### src/design/mfq_pkg.sv
// Shared request/response types and fixed field widths for the feedback-queue scheduler.
`timescale 1ns / 1ps

package mfq_pkg;

    // Fixed field widths of the request and response
    localparam int ID_W       = 6;
    localparam int ID_COUNT   = 1 << ID_W;
    localparam int IN_LVL_W   = 3;
    localparam int SLICE_W    = 16;
    localparam int TOTAL_W    = 10;

    // Action codes
    localparam logic ACT_ENQUEUE  = 1'b0;
    localparam logic ACT_DISPATCH = 1'b1;

    typedef struct packed {
        logic                action;
        logic [ID_W-1:0]     thread_id;
        logic [IN_LVL_W-1:0] initial_level;
    } mfq_req_t;

    typedef struct packed {
        logic                granted;
        logic [ID_W-1:0]     chosen_thread;
        logic [IN_LVL_W-1:0] chosen_level;
        logic [SLICE_W-1:0]  slice_ticks;
        logic                dropped;
        logic [TOTAL_W-1:0]  total_waiting;
    } mfq_rsp_t;

    // Operation handed to the level queues for the request that advances
    typedef struct packed {
        logic            push;
        logic            pop;
        logic [ID_W-1:0] tid;
    } mfq_qop_t;

    // Queue status seen by the control path
    typedef struct packed {
        logic any_waiting;
        logic push_full;
    } mfq_qstat_t;

    // Thread table update
    typedef struct packed {
        logic            en;
        logic [ID_W-1:0] tid;
    } mfq_twr_t;

endpackage

### src/design/multilevel_feedback_scheduler_top.sv
// Top level of the multilevel feedback queue scheduler: request stage, control, response register.
// Flow: an accepted request waits in the request register until the response register is free to take it.
// Throughput: one request per cycle; the request register and the response register
// hold one request each, and a stalled response holds the request stage.
// Reset: clears queue counts, heads, seen flags and the waiting total; sets the time slice to 3.
// The queue store and recorded levels need no clearing, so requests are taken right after reset.
`timescale 1ns / 1ps

module multilevel_feedback_scheduler_top
    import mfq_pkg::*;
#(
    parameter int NUM_LEVELS  = 8,
    parameter int MAX_THREADS = 64
)
(
    input  logic               clk,
    input  logic               rst_n,
    input  logic               cfg_we,
    input  logic [SLICE_W-1:0] cfg_wdata,
    input  logic               req_valid,
    output logic               req_stall,
    input  mfq_req_t           req,
    output logic               rsp_valid,
    input  logic               rsp_stall,
    output mfq_rsp_t           rsp
);

    localparam int LVL_W = $clog2(NUM_LEVELS);
    localparam int TOT_W = $clog2(NUM_LEVELS * MAX_THREADS + 1);
    localparam logic [LVL_W-1:0] LAST_LV = LVL_W'(NUM_LEVELS - 1);

    logic [SLICE_W-1:0] slice_reg;

    logic               s1_valid_reg;
    logic               s1_valid_next;
    mfq_req_t           s1_req_reg;

    logic               rsp_valid_reg;
    logic               rsp_valid_next;
    logic               rsp_granted_reg;
    logic [LVL_W-1:0]   rsp_lv_reg;
    logic [SLICE_W-1:0] rsp_slice_reg;
    logic               rsp_dropped_reg;

    logic               accept;
    logic               s1_adv;
    logic [ID_W-1:0]    tid_tab [ID_COUNT];
    logic [ID_W-1:0]    req_tid;
    logic               seen;
    logic [LVL_W-1:0]   known_lv;
    logic [LVL_W-1:0]   enq_lv;
    logic               is_enq;
    mfq_qop_t           qop;
    mfq_qstat_t         qstat;
    mfq_twr_t           twr;
    logic [LVL_W-1:0]   pop_lv;
    logic [ID_W-1:0]    pop_tid;
    logic [TOT_W-1:0]   total;
    logic               granted;

    // Fold thread ids into the thread range
    for (genvar g = 0; g < ID_COUNT; g++)
    begin : g_tid_tab
        assign tid_tab[g] = ID_W'(g % MAX_THREADS);
    end

    assign req_tid = tid_tab[req.thread_id];

    // Handshake: advance the request stage when the response register frees up
    assign s1_adv    = s1_valid_reg && (!rsp_valid_reg || !rsp_stall);
    assign req_stall = s1_valid_reg && !s1_adv;
    assign accept    = req_valid && !req_stall;

    // Hold the time slice register
    always_ff @(posedge clk or negedge rst_n)
    begin
        if (!rst_n)
        begin
            slice_reg <= SLICE_W'(3);
        end
        else if (cfg_we)
        begin
            slice_reg <= cfg_wdata;
        end
    end

    // Request stage
    always_comb
    begin
        s1_valid_next = s1_valid_reg;
        if (accept)
        begin
            s1_valid_next = 1'b1;
        end
        else if (s1_adv)
        begin
            s1_valid_next = 1'b0;
        end
    end

    always_ff @(posedge clk or negedge rst_n)
    begin
        if (!rst_n)
        begin
            s1_valid_reg <= 1'b0;
        end
        else
        begin
            s1_valid_reg <= s1_valid_next;
        end
    end

    always_ff @(posedge clk)
    begin
        if (accept)
        begin
            s1_req_reg <= {req.action, req_tid, req.initial_level};
        end
    end

    // Target level: demote a known thread, clamp a new one
    always_comb
    begin
        if (seen)
        begin
            enq_lv = (known_lv == LAST_LV) ? LAST_LV : known_lv + LVL_W'(1);
        end
        else if (32'(s1_req_reg.initial_level) >= 32'(NUM_LEVELS))
        begin
            enq_lv = LAST_LV;
        end
        else
        begin
            enq_lv = LVL_W'(s1_req_reg.initial_level);
        end
    end

    assign is_enq   = (s1_req_reg.action == ACT_ENQUEUE);
    assign qop.push = s1_adv && is_enq;
    assign qop.pop  = s1_adv && (s1_req_reg.action == ACT_DISPATCH);
    assign qop.tid  = s1_req_reg.thread_id;
    assign twr.en   = s1_adv && is_enq && !qstat.push_full;
    assign twr.tid  = s1_req_reg.thread_id;
    assign granted  = !is_enq && qstat.any_waiting;

    mfq_thread_table #(
        .NUM_LEVELS  (NUM_LEVELS),
        .MAX_THREADS (MAX_THREADS)
    ) u_thread_table (
        .clk      (clk),
        .rst_n    (rst_n),
        .rd_en    (accept),
        .rd_tid   (req_tid),
        .look_tid (s1_req_reg.thread_id),
        .wr       (twr),
        .wr_lv    (enq_lv),
        .seen     (seen),
        .level    (known_lv)
    );

    mfq_level_queues #(
        .NUM_LEVELS  (NUM_LEVELS),
        .MAX_THREADS (MAX_THREADS)
    ) u_level_queues (
        .clk     (clk),
        .rst_n   (rst_n),
        .op      (qop),
        .push_lv (enq_lv),
        .stat    (qstat),
        .pop_lv  (pop_lv),
        .pop_tid (pop_tid),
        .total   (total)
    );

    // Response register
    always_comb
    begin
        rsp_valid_next = rsp_valid_reg;
        if (s1_adv)
        begin
            rsp_valid_next = 1'b1;
        end
        else if (!rsp_stall)
        begin
            rsp_valid_next = 1'b0;
        end
    end

    always_ff @(posedge clk or negedge rst_n)
    begin
        if (!rst_n)
        begin
            rsp_valid_reg <= 1'b0;
        end
        else
        begin
            rsp_valid_reg <= rsp_valid_next;
        end
    end

    always_ff @(posedge clk)
    begin
        if (s1_adv)
        begin
            rsp_granted_reg <= granted;
            rsp_lv_reg      <= granted ? pop_lv : '0;
            rsp_slice_reg   <= granted ? slice_reg : '0;
            rsp_dropped_reg <= is_enq && qstat.push_full;
        end
    end

    // Drive the response; thread id and total come from registers that load on the same edge
    always_comb
    begin
        rsp.granted       = rsp_granted_reg;
        rsp.chosen_thread = rsp_granted_reg ? pop_tid : '0;
        rsp.chosen_level  = IN_LVL_W'(rsp_lv_reg);
        rsp.slice_ticks   = rsp_slice_reg;
        rsp.dropped       = rsp_dropped_reg;
        rsp.total_waiting = TOTAL_W'(total);
    end

    assign rsp_valid = rsp_valid_reg;

endmodule

### src/design/mfq_thread_table.sv
// Per-thread seen flags and recorded levels, with bypass of the newest update.
`timescale 1ns / 1ps

module mfq_thread_table
    import mfq_pkg::*;
#(
    parameter int NUM_LEVELS  = 8,
    parameter int MAX_THREADS = 64,
    localparam int LVL_W      = $clog2(NUM_LEVELS),
    localparam int TBL_DEPTH  = (MAX_THREADS < ID_COUNT) ? MAX_THREADS : ID_COUNT,
    localparam int TBL_W      = $clog2(TBL_DEPTH)
)
(
    input  logic             clk,
    input  logic             rst_n,
    input  logic             rd_en,
    input  logic [ID_W-1:0]  rd_tid,
    input  logic [ID_W-1:0]  look_tid,
    input  mfq_twr_t         wr,
    input  logic [LVL_W-1:0] wr_lv,
    output logic             seen,
    output logic [LVL_W-1:0] level
);

    logic [TBL_DEPTH-1:0] seen_reg;
    logic [LVL_W-1:0]     lvl_mem [TBL_DEPTH];
    logic [LVL_W-1:0]     lvl_rd_reg;
    logic                 fwd_hit_reg;
    logic [LVL_W-1:0]     fwd_lv_reg;
    logic [TBL_W-1:0]     rd_idx;
    logic [TBL_W-1:0]     look_idx;
    logic [TBL_W-1:0]     wr_idx;

    assign rd_idx   = TBL_W'(rd_tid);
    assign look_idx = TBL_W'(look_tid);
    assign wr_idx   = TBL_W'(wr.tid);

    // Mark threads seen on a successful enqueue
    always_ff @(posedge clk or negedge rst_n)
    begin
        if (!rst_n)
        begin
            seen_reg <= '0;
        end
        else if (wr.en)
        begin
            seen_reg[wr_idx] <= 1'b1;
        end
    end

    // Level memory: write on update, registered read on request accept
    always_ff @(posedge clk)
    begin
        if (wr.en)
        begin
            lvl_mem[wr_idx] <= wr_lv;
        end
        if (rd_en)
        begin
            lvl_rd_reg <= lvl_mem[rd_idx];
        end
    end

    // Capture an update landing on the same edge as the read
    always_ff @(posedge clk or negedge rst_n)
    begin
        if (!rst_n)
        begin
            fwd_hit_reg <= 1'b0;
        end
        else if (rd_en)
        begin
            fwd_hit_reg <= wr.en && (wr_idx == rd_idx);
        end
    end

    always_ff @(posedge clk)
    begin
        if (rd_en)
        begin
            fwd_lv_reg <= wr_lv;
        end
    end

    assign seen  = seen_reg[look_idx];
    assign level = fwd_hit_reg ? fwd_lv_reg : lvl_rd_reg;

endmodule

### src/design/mfq_level_queues.sv
// Per-level FIFOs in one store memory, with head/count tracking and priority pick.
`timescale 1ns / 1ps

module mfq_level_queues
    import mfq_pkg::*;
#(
    parameter int NUM_LEVELS  = 8,
    parameter int MAX_THREADS = 64,
    localparam int LVL_W      = $clog2(NUM_LEVELS),
    localparam int TOT_W      = $clog2(NUM_LEVELS * MAX_THREADS + 1)
)
(
    input  logic             clk,
    input  logic             rst_n,
    input  mfq_qop_t         op,
    input  logic [LVL_W-1:0] push_lv,
    output mfq_qstat_t       stat,
    output logic [LVL_W-1:0] pop_lv,
    output logic [ID_W-1:0]  pop_tid,
    output logic [TOT_W-1:0] total
);

    localparam int PTR_W = $clog2(MAX_THREADS);
    localparam int CNT_W = $clog2(MAX_THREADS + 1);

    logic [CNT_W-1:0]  cnt_reg   [NUM_LEVELS];
    logic [CNT_W-1:0]  cnt_next  [NUM_LEVELS];
    logic [PTR_W-1:0]  head_reg  [NUM_LEVELS];
    logic [PTR_W-1:0]  head_next [NUM_LEVELS];
    logic [TOT_W-1:0]  total_reg;
    logic [TOT_W-1:0]  total_next;
    logic [ID_W-1:0]   store_mem [NUM_LEVELS][MAX_THREADS];
    logic [ID_W-1:0]   rd_reg;

    logic [NUM_LEVELS-1:0] nonempty;
    logic                  any_waiting;
    logic                  push_full;
    logic                  do_push;
    logic                  do_pop;
    logic [PTR_W:0]        tail_sum;
    logic [PTR_W-1:0]      tail;
    logic [PTR_W-1:0]      pop_head;
    logic [PTR_W-1:0]      head_inc;

    // Find the highest-priority nonempty level
    always_comb
    begin
        pop_lv = '0;
        for (int l = 0; l < NUM_LEVELS; l++)
        begin
            nonempty[l] = (cnt_reg[l] != '0);
        end
        for (int l = NUM_LEVELS - 1; l >= 0; l--)
        begin
            if (nonempty[l])
            begin
                pop_lv = LVL_W'(l);
            end
        end
    end

    assign any_waiting = |nonempty;
    assign push_full   = (cnt_reg[push_lv] == CNT_W'(MAX_THREADS));
    assign do_push     = op.push && !push_full;
    assign do_pop      = op.pop && any_waiting;

    // Tail slot: head plus count, wrapped once
    assign tail_sum = (PTR_W + 1)'(head_reg[push_lv]) + (PTR_W + 1)'(cnt_reg[push_lv]);
    assign tail     = (tail_sum >= (PTR_W + 1)'(MAX_THREADS))
                    ? PTR_W'(tail_sum - (PTR_W + 1)'(MAX_THREADS))
                    : PTR_W'(tail_sum);

    // Advance the popped head with wrap
    assign pop_head = head_reg[pop_lv];
    assign head_inc = ((PTR_W + 1)'(pop_head) + (PTR_W + 1)'(1) == (PTR_W + 1)'(MAX_THREADS))
                    ? '0 : pop_head + PTR_W'(1);

    always_comb
    begin
        cnt_next   = cnt_reg;
        head_next  = head_reg;
        total_next = total_reg;
        if (do_push)
        begin
            cnt_next[push_lv] = cnt_reg[push_lv] + CNT_W'(1);
            total_next        = total_reg + TOT_W'(1);
        end
        if (do_pop)
        begin
            cnt_next[pop_lv]  = cnt_reg[pop_lv] - CNT_W'(1);
            head_next[pop_lv] = head_inc;
            total_next        = total_reg - TOT_W'(1);
        end
    end

    // Hold counts, heads and the waiting total
    always_ff @(posedge clk or negedge rst_n)
    begin
        if (!rst_n)
        begin
            for (int l = 0; l < NUM_LEVELS; l++)
            begin
                cnt_reg[l]  <= '0;
                head_reg[l] <= '0;
            end
            total_reg <= '0;
        end
        else
        begin
            cnt_reg   <= cnt_next;
            head_reg  <= head_next;
            total_reg <= total_next;
        end
    end

    // Store memory: write the tail on push, registered read of the head on pop
    always_ff @(posedge clk)
    begin
        if (do_push)
        begin
            store_mem[push_lv][tail] <= op.tid;
        end
        if (op.pop)
        begin
            rd_reg <= store_mem[pop_lv][pop_head];
        end
    end

    assign stat.any_waiting = any_waiting;
    assign stat.push_full   = push_full;
    assign pop_tid          = rd_reg;
    assign total            = total_reg;

endmodule
### config.mk
export PLATFORM = sky130hd
export DESIGN_NAME = multilevel_feedback_scheduler_top
export DESIGN_NICKNAME = d
export VERILOG_FILES = /design/src/design/mfq_pkg.sv /design/src/design/multilevel_feedback_scheduler_top.sv /design/src/design/mfq_thread_table.sv /design/src/design/mfq_level_queues.sv
export SDC_FILE = /design/constraint.sdc
export NUM_CORES = 2
export LEC_CHECK = 0
export BUFFER_PORTS_ARGS = -buffer_cell sky130_fd_sc_hd__buf_2
export CAP_MARGIN = 20
export CORE_UTILIZATION = 35
export DETAILED_ROUTE_END_ITERATION = 7
export SLEW_MARGIN = 20
export SYNTH_ARGS = -nofsm -noshare
export SYNTH_HDL_FRONTEND = slang
export SYNTH_SLANG_ARGS = --single-unit
export TNS_END_PERCENT = 30
### constraint.sdc
create_clock -name clk -period 15.59 [get_ports clk]
set_input_delay 1.559 -clock clk [delete_from_list [all_inputs] [get_ports clk]]
set_output_delay 1.559 -clock clk [all_outputs]
set_load 0.005 [all_outputs]
==> summary.txt <==
Clocking
  – TritonCTS clock tree: built
  – # hold bufs at CTS: 0
  – CTS clk-pin slew, worst paths: 0.06 ns
  – Clk_lat worst skew: 0.93 ns
  – Max H-tree Level: 5
  – Root Buffer: clkbuf_16
  – Clock tree buffer depth: 4
  – Clock buffer count from CTS: 346
  – Post-CTS setup buffer count: 0
  – Post_cts resized: 0
  – CTS Sinks: 3504

Worst setup path
  – Required @ worst endpoint: 16.13 ns
  – Worst Setup Start Kind: flop
  – Data arrival, critical path: 10.65 ns
  – CP endpoint kind: flop
  – Worst Setup Path Type: flop to flop
  – CP max FO: 69

STA
  – Final setup TNS: 0 ns
  – Worst-margin pin slew: 1.29 ns
  – Endpoints failing hold: 0
  – Final worst setup slack: 5.48 ns
  – Min Tclk post-route: 10.11 ns
  – Max Slew Vio Count: 0
  – Max Clock Freq: 0.0990 GHz
  – Unrepaired setup endpoints after global routing: false
  – Tcrit/Tclk final: 64.8%
  – Fin Hold WS: 0.465 ns
  – Final setup vio count: 0
  – Slew HR: 13.6%
  – Clock Skews: 0.0656 ns

Layout
  – Commonest non-fill, non-tap cell in the layout: edfxtp_1
  – Largest register FFs: 3072
  – Register area: 0.104 mm²
  – Share of post-route cells with drive strength above 1: 9.88%
  – Fillers: 36900
  – Final Util: 39.4%
  – Most frequent cells in the layout: edfxtp_1 (3307), nand2_1 (1000), mux2i_1 (930)
  – Area delta synth->final: 11.9%
  – Area of the multi-input gates: 0.0363 mm²
  – Nets: 9964

Synthesis
  – Synth Cell Area: 0.144 mm²
  – Yosys cell types: 98
  – Synth Flop Type: edfxtp_1
  – #FFs+latches synth: 3504
  – Post-synth EDFFs: 3307
  – Post-synth net total: 10100
  – Register area share after synthesis: 72.6%
  – Mapped Avg Cell Area: 14.3 µm²
  – Async SR Flop Fraction: 5.62%
  – Syn. warnings: 0
  – Post-Synthesis Cells: 10100

GRT
  – Total grt overflow: 0
  – First-pass GRT wire length: 607000 µm
  – Pin count of the biggest net entering global routing: 197
  – Number of global-route vias before repair: 90000
  – Antenna violations before repair: 8
  – GRT Overall Usage: 19.5%

Place
  – PortBufs: 69
  – Final HPWL DP: 241000 µm
  – Setup WS pre-CTS: 5.42 ns
  – Final Wtd Congestion: 0.954

Detailed routing
  – Final antenna-violating net count: 0
  – Drt drc: 2
  – Drt initial violations: 11500
  – Drt wl/cell: 26.8 µm
  – Routed vias: 89700
  – Drt via density: 5.74
  – First drt pass iteration count: 8
  – Final wirelength: 419000 µm

Floorplan
  – Die area: 0.413 mm²
  – Initial core utilization: 35.3%
  – Die width: 642 µm
  – Num ports: 70
  – Die height: 642 µm
  – Core Box Area: 0.407 mm²
  – Rows: 234

Power
  – Pleak: 0.0568 µW
  – Cell area power density: 142 mW/mm²
  – Max VDD drop: 0.158 mV

Run
  – Max-Cap Viols: 0

Outcome
  – Status: finished with violations
  – Failing checks: DRC

Hold path
  – Hold Crit Class: flop to flop
cell families after synthesis:
group / synth area share, %
compound gates: 8.20
xor+xnor: 0.225
mux: 7.79
simple gates: 8.70
buf+inv: 2.30
fa+ha+maj: 0.185
flops: 72.6
stage by stage:
step	area (µm²)	total power (µW)	std cells
after floorplan	144000	12700	10100
after global placement	149000	14600	15000
after detailed placement	149000	14600	15000
after CTS	161000	22800	15600
after global routing	161000	23300	15600
final	161000	22800	15600
routing by layer:
metal	up-vias	GRT usage, %	wire length [µm]
met2	4958	32.4	198000
met4	2	7.49	17900
met3	982	3.54	37700
met1	45200	25.5	165000
li1	38500	-	-
met5	-	0	9
power breakdown:
group,internal (µW),leakage [µW],total [µW],switching (µW)
Combinational,916,0.0191,3800,2880
Sequential,10500,0.0323,10700,228
Clock,4720,0.00538,8230,3520
Total,16100,0.0568,22800,6630
critical path: stages, from the launching register on:
cell	delay [ns]
edfxtp_1	0.36
buf_4	0.62
buf_4	0.77
mux2i_1	0.28
o22ai_1	0.11
a2111oi_2	0.53
a2bb2oi_2	0.63
nand2_2	0.60
mux2i_1	0.77
o22ai_1	0.20
nor4_1	0.54
ha_1	0.33
a21o_1	0.16
a21oi_1	0.31
o21bai_1	0.10
a21oi_1	0.22
xor2_1	0.65
xor2_4	0.72
buf_4	0.59
nand3_1	0.53
nor2_1	0.56
worst paths after layout:
kind,from,endpoint,slack (ns),cells past startpoint
max,qop[2]$_DFFE_PP_,u_level_queues.store_mem[0][80]$_DFFE_PP_,5.48,20
min,u_thread_table.seen_reg[32]$_DFFE_PN0P_,u_thread_table.seen_reg[32]$_DFFE_PN0P_,0.46,1
max reg2reg,qop[2]$_DFFE_PP_,u_level_queues.store_mem[0][80]$_DFFE_PP_,5.48,20
min reg2reg,u_thread_table.seen_reg[32]$_DFFE_PN0P_,u_thread_table.seen_reg[32]$_DFFE_PN0P_,0.46,1
max in group asynchronous,rst_n,u_level_queues.head_reg[6]$_DFFE_PN0P_,13.37,2
min in group asynchronous,rst_n,u_level_queues.total[7]$_DFFE_PN0P_,0.68,1
synthesized netlist by cell type (all sizes together), types with 6 or more instances:
master	number	area (µm²)
mux2i	930	9310
a211oi	34	265
a221oi	10	106
nor3	204	1030
nand2	1012	3800
mux2	38	450
inv	40	150
edfxtp	3307	99300
ha	18	225
xnor2	26	235
o22ai	464	2900
o211ai	44	335
a21oi	761	3820
nor4	271	1710
and3	41	257
a31o	56	490
or2	6	37.5
a31oi	18	119
o311a	8	80.1
and2	36	225
a41o	10	100
clkbuf	393	1480
buf	347	1680
a2111oi	7	92.6
a22oi	6	45.0
o31ai	13	116
dfrtp	195	4880
or3	46	288
nand3	384	2050
xor2	10	87.6
a221o	13	130
o221ai	11	96.3
o311ai	77	674
nor2	618	2330
a21o	12	90.1
or4	42	315
nor2b	8	50.1
o22a	10	87.6
nand2b	21	131
o21ai	362	1820
mux4	63	1420
nand4	17	106
layout make-up:
cell class              count  share of cell area, %
inverters                  40                 0.0942
repair buffers            252                   1.26
well taps                5428                   4.23
multi-input cells        5769                   22.6
flip-flops and latches   3504                   64.9
diodes                      7                 0.0109
clock inverters           209                   1.19
clock buffers             416                   5.72
Power figures use the tool's default switching activity.
